$ cat config.mk
export PLATFORM = sky130hd
export DESIGN_NAME = chd_smul
export DESIGN_NICKNAME = d
export VERILOG_FILES = /design/src/chd_pkg.sv /design/src/chd_smul.sv
export SDC_FILE = /design/constraint.sdc
export NUM_CORES = 1
export LEC_CHECK = 0
export BUFFER_PORTS_ARGS = -buffer_cell sky130_fd_sc_hd__buf_2
export CAP_MARGIN = 15
export CORE_ASPECT_RATIO = 0.75
export CORE_UTILIZATION = 40
export CTS_BUF_LIST = sky130_fd_sc_hd__clkbuf_8 sky130_fd_sc_hd__clkbuf_16
export CTS_CLUSTER_DIAMETER = 80
export DETAILED_ROUTE_END_ITERATION = 8
export MAX_ROUTING_LAYER = met4
export SYNTH_ARGS = -nofsm -noshare
export SYNTH_HDL_FRONTEND = slang
export SYNTH_SLANG_ARGS = --single-unit
$ cat constraint.sdc
create_clock -name clk -period 3.49 [get_ports clk]
set_input_delay 0.5235 -clock clk [delete_from_list [all_inputs] [get_ports clk]]
set_output_delay 0.5235 -clock clk [all_outputs]
set_load 0.05 [all_outputs]
$ cat src/chd_pkg.sv
// shared constants, register codes and sine table math for the stereo chorus
package chd_pkg;

    localparam int SAMPLE_W   = 16;
    localparam int BEAT_W     = 2 * SAMPLE_W;
    localparam int CFG_IDX_W  = 3;
    localparam int CFG_DATA_W = 32;
    localparam int BASE_W     = 15;
    localparam int DEPTH_W    = 16;
    localparam int PHASE_W    = 32;
    localparam int GAIN_W     = 16;

    localparam int DEF_RING_DEPTH   = 65536;
    localparam int DEF_SINE_ENTRIES = 256;

    // bit-serial multiplier operand widths
    localparam int MUL_AW = 32;
    localparam int MUL_BW = 16;
    localparam int MUL_PW = MUL_AW + MUL_BW;

    // delay math: base << 31 plus modulation plus half
    localparam int DQ_W     = 49;
    localparam int DQ_SHIFT = 31;

    // mix accumulator and rounding shift
    localparam int ACC_W     = 36;
    localparam int MIX_SHIFT = 16;

    localparam longint SIN_A = 102944;
    localparam longint SIN_B = 42334;
    localparam longint SIN_C = 4926;
    localparam longint SIN_ONE = 65536;
    localparam longint SIN_CAP = 32767;

    typedef enum logic [CFG_IDX_W-1:0] {
        CFG_BASE_DELAY = 3'd0,
        CFG_MOD_DEPTH  = 3'd1,
        CFG_LFO_STEP   = 3'd2,
        CFG_WET_GAIN   = 3'd3,
        CFG_DRY_GAIN   = 3'd4
    } cfg_reg_t;

    // q1.15 sine from quadrant and q16 position inside the quadrant
    function automatic logic signed [SAMPLE_W-1:0] sine_entry(input logic [1:0] quad,
                                                              input logic [16:0] pos);
        longint x;
        longint x2;
        longint t;
        longint mag;
        x   = quad[0] ? (SIN_ONE - longint'(pos)) : longint'(pos);
        x2  = (x * x) >> 16;
        t   = (SIN_C * x2) >> 16;
        t   = SIN_B - t;
        t   = (t * x2) >> 16;
        t   = SIN_A - t;
        mag = ((t * x) >> 16) >> 1;
        if (mag > SIN_CAP) begin
            mag = SIN_CAP;
        end
        return quad[1] ? -SAMPLE_W'(mag) : SAMPLE_W'(mag);
    endfunction

endpackage

$ cat src/chd_smul.sv
// bit-serial shift-add multiplier, signed a times unsigned b, one bit of b per cycle
module chd_smul #(
    parameter int AW = chd_pkg::MUL_AW,
    parameter int BW = chd_pkg::MUL_BW
) (
    input  logic                 clk,
    input  logic                 rst_n,
    input  logic                 start,
    input  logic signed [AW-1:0] a,
    input  logic [BW-1:0]        b,
    output logic                 done,
    output logic signed [AW+BW-1:0] p
);

    localparam int CW = (BW > 1) ? $clog2(BW) : 1;
    localparam logic [CW-1:0] LAST_STEP = CW'(BW - 1);

    logic signed [AW-1:0] mcand_reg;
    logic signed [AW:0]   hi_reg;
    logic [BW-1:0]        lo_reg;
    logic [CW-1:0]        cnt_reg;
    logic                 busy_reg;
    logic                 done_reg;
    logic signed [AW:0]   sum;

    // partial product into the upper half, then shift the pair right
    assign sum = hi_reg + (lo_reg[0] ? {mcand_reg[AW-1], mcand_reg} : '0);

    always_ff @(posedge clk or negedge rst_n)
    begin
        if (!rst_n)
        begin
            busy_reg <= 1'b0;
            done_reg <= 1'b0;
            cnt_reg  <= '0;
        end
        else
        begin
            done_reg <= 1'b0;
            if (start)
            begin
                busy_reg <= 1'b1;
                cnt_reg  <= LAST_STEP;
            end
            else if (busy_reg)
            begin
                if (cnt_reg == '0)
                begin
                    busy_reg <= 1'b0;
                    done_reg <= 1'b1;
                end
                else
                begin
                    cnt_reg <= cnt_reg - 1'b1;
                end
            end
        end
    end

    always_ff @(posedge clk)
    begin
        if (start)
        begin
            mcand_reg <= a;
            hi_reg    <= '0;
            lo_reg    <= b;
        end
        else if (busy_reg)
        begin
            hi_reg <= {sum[AW], sum[AW:1]};
            lo_reg <= {sum[0], lo_reg[BW-1:1]};
        end
    end

    assign done = done_reg;
    assign p    = {hi_reg[AW-1:0], lo_reg};

endmodule

* After elaboration in Yosys (flattened, before gate mapping) *
Index checks and enable logic that the tools add are counted.

word-level totals
  register bits after elaboration = 86
  output and inout bits = 49
  word-level logic and storage cells = 24

operators by class
  add/subtract/negate cells = 2
  equal/unequal tests = 1
  mux-type cells = 12
  reductions and logical operators = 3

operators by type and width
  kind                 number
  $add 33x33->33       1
  $mux 33              1
  $mux 16              2
  $mux 4               3
  $mux 1               6
  $logic_not 4->1      1
  $sub 4x1->4 const B  1
  $ne 2x2->1 const B   1
  $reduce_and 2->1     1
  $reduce_bool 2->1    1

* Depth between registers and ports, before layout *
  word-level depth = 4
  gate-level depth with buffers = 12
  mapped depth without buffers = 11

* Worst setup path before layout *
No wires, ideal clock.

  kind = register to register
  start = reg lo_reg[0]
  end = reg hi_reg[29]
  setup time = 0.117 ns
  arrival = 2.883 ns
  required time = 3.373 ns
  path slack = 0.490 ns
  cell stages (with the launch flop) = 13
  clock period less this slack = 3.000 ns
  cells stage by stage = edfxtp_1 clkbuf_1 and2_1 ha_1 buf_6 a21o_1 a21o_1 a221oi_4 or2_1 a31oi_1 o2111ai_2 nand3_1 a32o_1

between the ends
  word-level cells in the longest chain between the ends = 2

ends and longest elaborated chain
  element                   line            source
  start: declaration        chd_smul.sv:20  logic [BW-1:0] lo_reg;
  start signal: assignment  chd_smul.sv:71  lo_reg <= {sum[0], lo_reg[BW-1:1]};
  $mux 33                   chd_smul.sv:27  assign sum = hi_reg + (lo_reg[0] ? {mcand_reg[AW-1], mcand_reg} : '0);
  $add 33x33->33            chd_smul.sv:27
  end signal: assignment    chd_smul.sv:70  hi_reg <= {sum[AW], sum[AW:1]};
  end: declaration          chd_smul.sv:19  logic signed [AW:0] hi_reg;

Every way passes these cells.
A chain may end at the register's enable or synchronous reset.

* Final worst setup path *
  start = reg lo_reg[0]
  end = reg hi_reg[26]

Same word-level chain as after synthesis.

==> reports/summary.txt <==
Status -> completed
Final clock skew -> 10.5 ps
I/O Buffers -> 99
Wire length per cell -> 15.9 µm
Critical path origin -> lo_reg[0]
Most frequent cells in the layout -> buf_2 (99), edfxtp_1 (48), nor2_1 (38), nand2_1 (36), ha_1 (33)
Core region area -> 11800 µm²
Number of diodes -> 0
Post-synthesis compound-gate area fraction -> 0.162
Max Freq -> 328 MHz
Drt total wl -> 11800 µm
Synth async-reset ratio -> 0.0698
Sw frac -> 0.410
Int Power -> 0.00241 W
Chip width -> 130 µm
Area after DPL -> 5560 µm²
Top cell type's share of synthesized area -> 0.294
RePlAce Congestion -> 0.883
FP Rows -> 34
Synth top area cells -> edfxtp_1 (29%), dfxtp_1 (13%), ha_1 (8.4%)
Fin. Hold Viols -> 0
Most used DFF post-synth -> edfxtp_1
# clock sinks -> 86
Postcts setup bufs -> 0
Layout cells sized above 1 -> 0.256
Hold Path End -> mcand_reg[8]
Worst Hold Class -> in -> reg
Initial Utilization -> 0.416
CTS tree -> yes
Setup violations, final -> 0
Design Area, Final -> 5900 µm²
Tmin final -> 3050 ps
Largest family of logic cells by synthesized area -> compound AO/OA/AOI/OAI gates
CTS root buffer -> clkbuf_16
Die area -> 12700 µm²
Simple-gate share of the synthesized area -> 0.156
Synthesis Warnings -> 0
Hold path startpoint -> a[8]
Worst-Skew Late Latency -> 350 ps
Final Cycle Share -> 0.875
WP data arrival -> 3350 ps
Req. time, crit path -> 3780 ps
Post-Place Worst Slack -> 507 ps
Clk pwr share -> 0.264
Fin Setup TNS -> 0 ps
Synth Area in Adders -> 0.0883
Area growth, synth to finish -> 20.3%
Area leader, netlist -> edfxtp_1
CTS clock-pin slew for the worst setup and hold paths -> 70 ps
Synthesized instance count -> 476
Post-DP HPWL -> 8870 µm
Synthesized Nets -> 561
Largest net degree at the start of global routing -> 39
First-pass DRT Iterations -> 4
Leakage power -> 2.68 nW
Critical path class -> reg -> reg
Total of fill cells in the finished design -> 1109
Chip height -> 97.9 µm
Endpoint class of the critical path -> flip-flop
Seq/Total Area, Yosys -> 0.455
Reg2reg setup slack -> 440 ps
Max-cap violations -> 0
Synthesized area per cell -> 10.3 µm²
Critical R2R Launch -> lo_reg[0]
Max FO, Critical Path -> 18
Boundary Pins -> 100
Wire length of the first global-routing pass -> 19400 µm
Iteration-0 DRC Markers -> 176
Flop pwr share -> 0.335
Vias/cell -> 5.28
Vias in the first global route -> 3803
Hold depth -> 1
Vias -> 3903
Total CTS buffers -> 9
Peak VDD IR -> 0.000319 V
Post-route core utilization -> 0.501
Least-Margin Pin Slew -> 645 ps
Worst slew margin -> 0.569
Element type at the critical path start -> flip-flop
Longest Clk Path Bufs -> 2
Reg2Reg Depth -> 10
Net switching power -> 0.00167 W
Synth cell types -> 58
Mapped cell area -> 4900 µm²
XOR/XNOR share of the synthesized area -> 0.0500
Post-synth EDFFs -> 48
ANT nets after route -> 0
Final Slew Violations -> 0
Pwr dens -> 692 nW/µm²
Reg-to-reg endpoint -> hi_reg[26]
Seq cells post-synth -> 86
Gate power share -> 0.401
Nets -> 657
CTS H-tree depth -> 3
Remaining DRCs -> 0
Total grt overflow -> 0
Mux cell area share after synthesis -> 0.0612
Commonest non-fill, non-tap cell in the layout -> buf_2
Total global-route track usage -> 0.204
Antenna violations before repair -> 0
Final setup slack of the worst path -> 437 ps
RSZ-0062 raised after global routing -> no
-- metrics by stage --
stage / hold WS, ps / cells / total power [W]
after global routing: 328 / 739 / 0.00432
final: 344 / 739 / 0.00408
after floorplan: 228 / 476 / 0.00263
after global placement: 357 / 722 / 0.00300
after detailed placement: 358 / 722 / 0.00301
after CTS: 335 / 739 / 0.00411
-- worst max-delay path: stages (launching register included) --
cell	delay [ps]
edfxtp_1	380
buf_4	210
and2_1	160
ha_1	340
nand2_1	100
nor3b_1	550
o21ai_1	220
o221ai_2	380
a221oi_2	160
or4_1	410
nand3_1	90
-- worst max path at each step --
stage | endpoint | slack, ps | cells after the start
finish | hi_reg[26] | 440 | 10
global route | hi_reg[26] | 280 | 10
CTS | hi_reg[26] | 470 | 10
detailed placement | hi_reg[31] | 510 | 12
global placement | hi_reg[29] | 570 | 11
floorplan | hi_reg[29] | 490 | 12
-- what timing repair did --
action	CTS	global route
hold buffers	1	0
gates resized for setup	0	0
endpoints found under the hold margin	6	0
-- power groups by stage --
stage | Clock, W | Combinational, W | Sequential (W)
2_1_floorplan | 0 | 0.000812 | 0.00182
3_3_place_gp | 0 | 0.00161 | 0.00139
3_5_place_dp | 0 | 0.00162 | 0.00139
4_1_cts | 0.00110 | 0.00163 | 0.00137
5_1_grt | 0.00114 | 0.00178 | 0.00139
6_report | 0.00108 | 0.00164 | 0.00137
-- synthesized netlist by cell type (14+ instances only) --
library cell   n
ha_1          33
mux2_2        16
a21o_1        19
nand2_1       36
xnor2_1       17
o21ai_1       14
edfxtp_1      48
clkbuf_1      16
a21oi_1       31
and2_1        32
dfxtp_1       32
nor2_1        38
-- layer usage --
layer,up-vias,part of all wire,GRT usage
met5,-,0,-
met4,0,0.0093,0.0501
met3,13,0.053,0.0526
met2,116,0.41,0.279
met1,1852,0.53,0.297
li1,1922,-,-
-- final cells by class --
type	count	area, µm²	share of cell area
multi-input cells	357	2540	0.430
flip-flops and latches	86	2230	0.378
repair buffers	107	558	0.0946
clock buffers	9	225	0.0382
well taps	162	203	0.0343
clock inverters	7	105	0.0178
inverters	11	41.3	0.00700
-- cell families after synthesis --
kind of cell / count (synthesis)
AOI/OAI and AO/OA: 114
adders and majority gates: 34
muxes: 28
buffers and inverters: 33
xor gates and xnor gates: 28
and+or+nand+nor: 153
DFF: 86
Power figures use the tool's default switching activity.
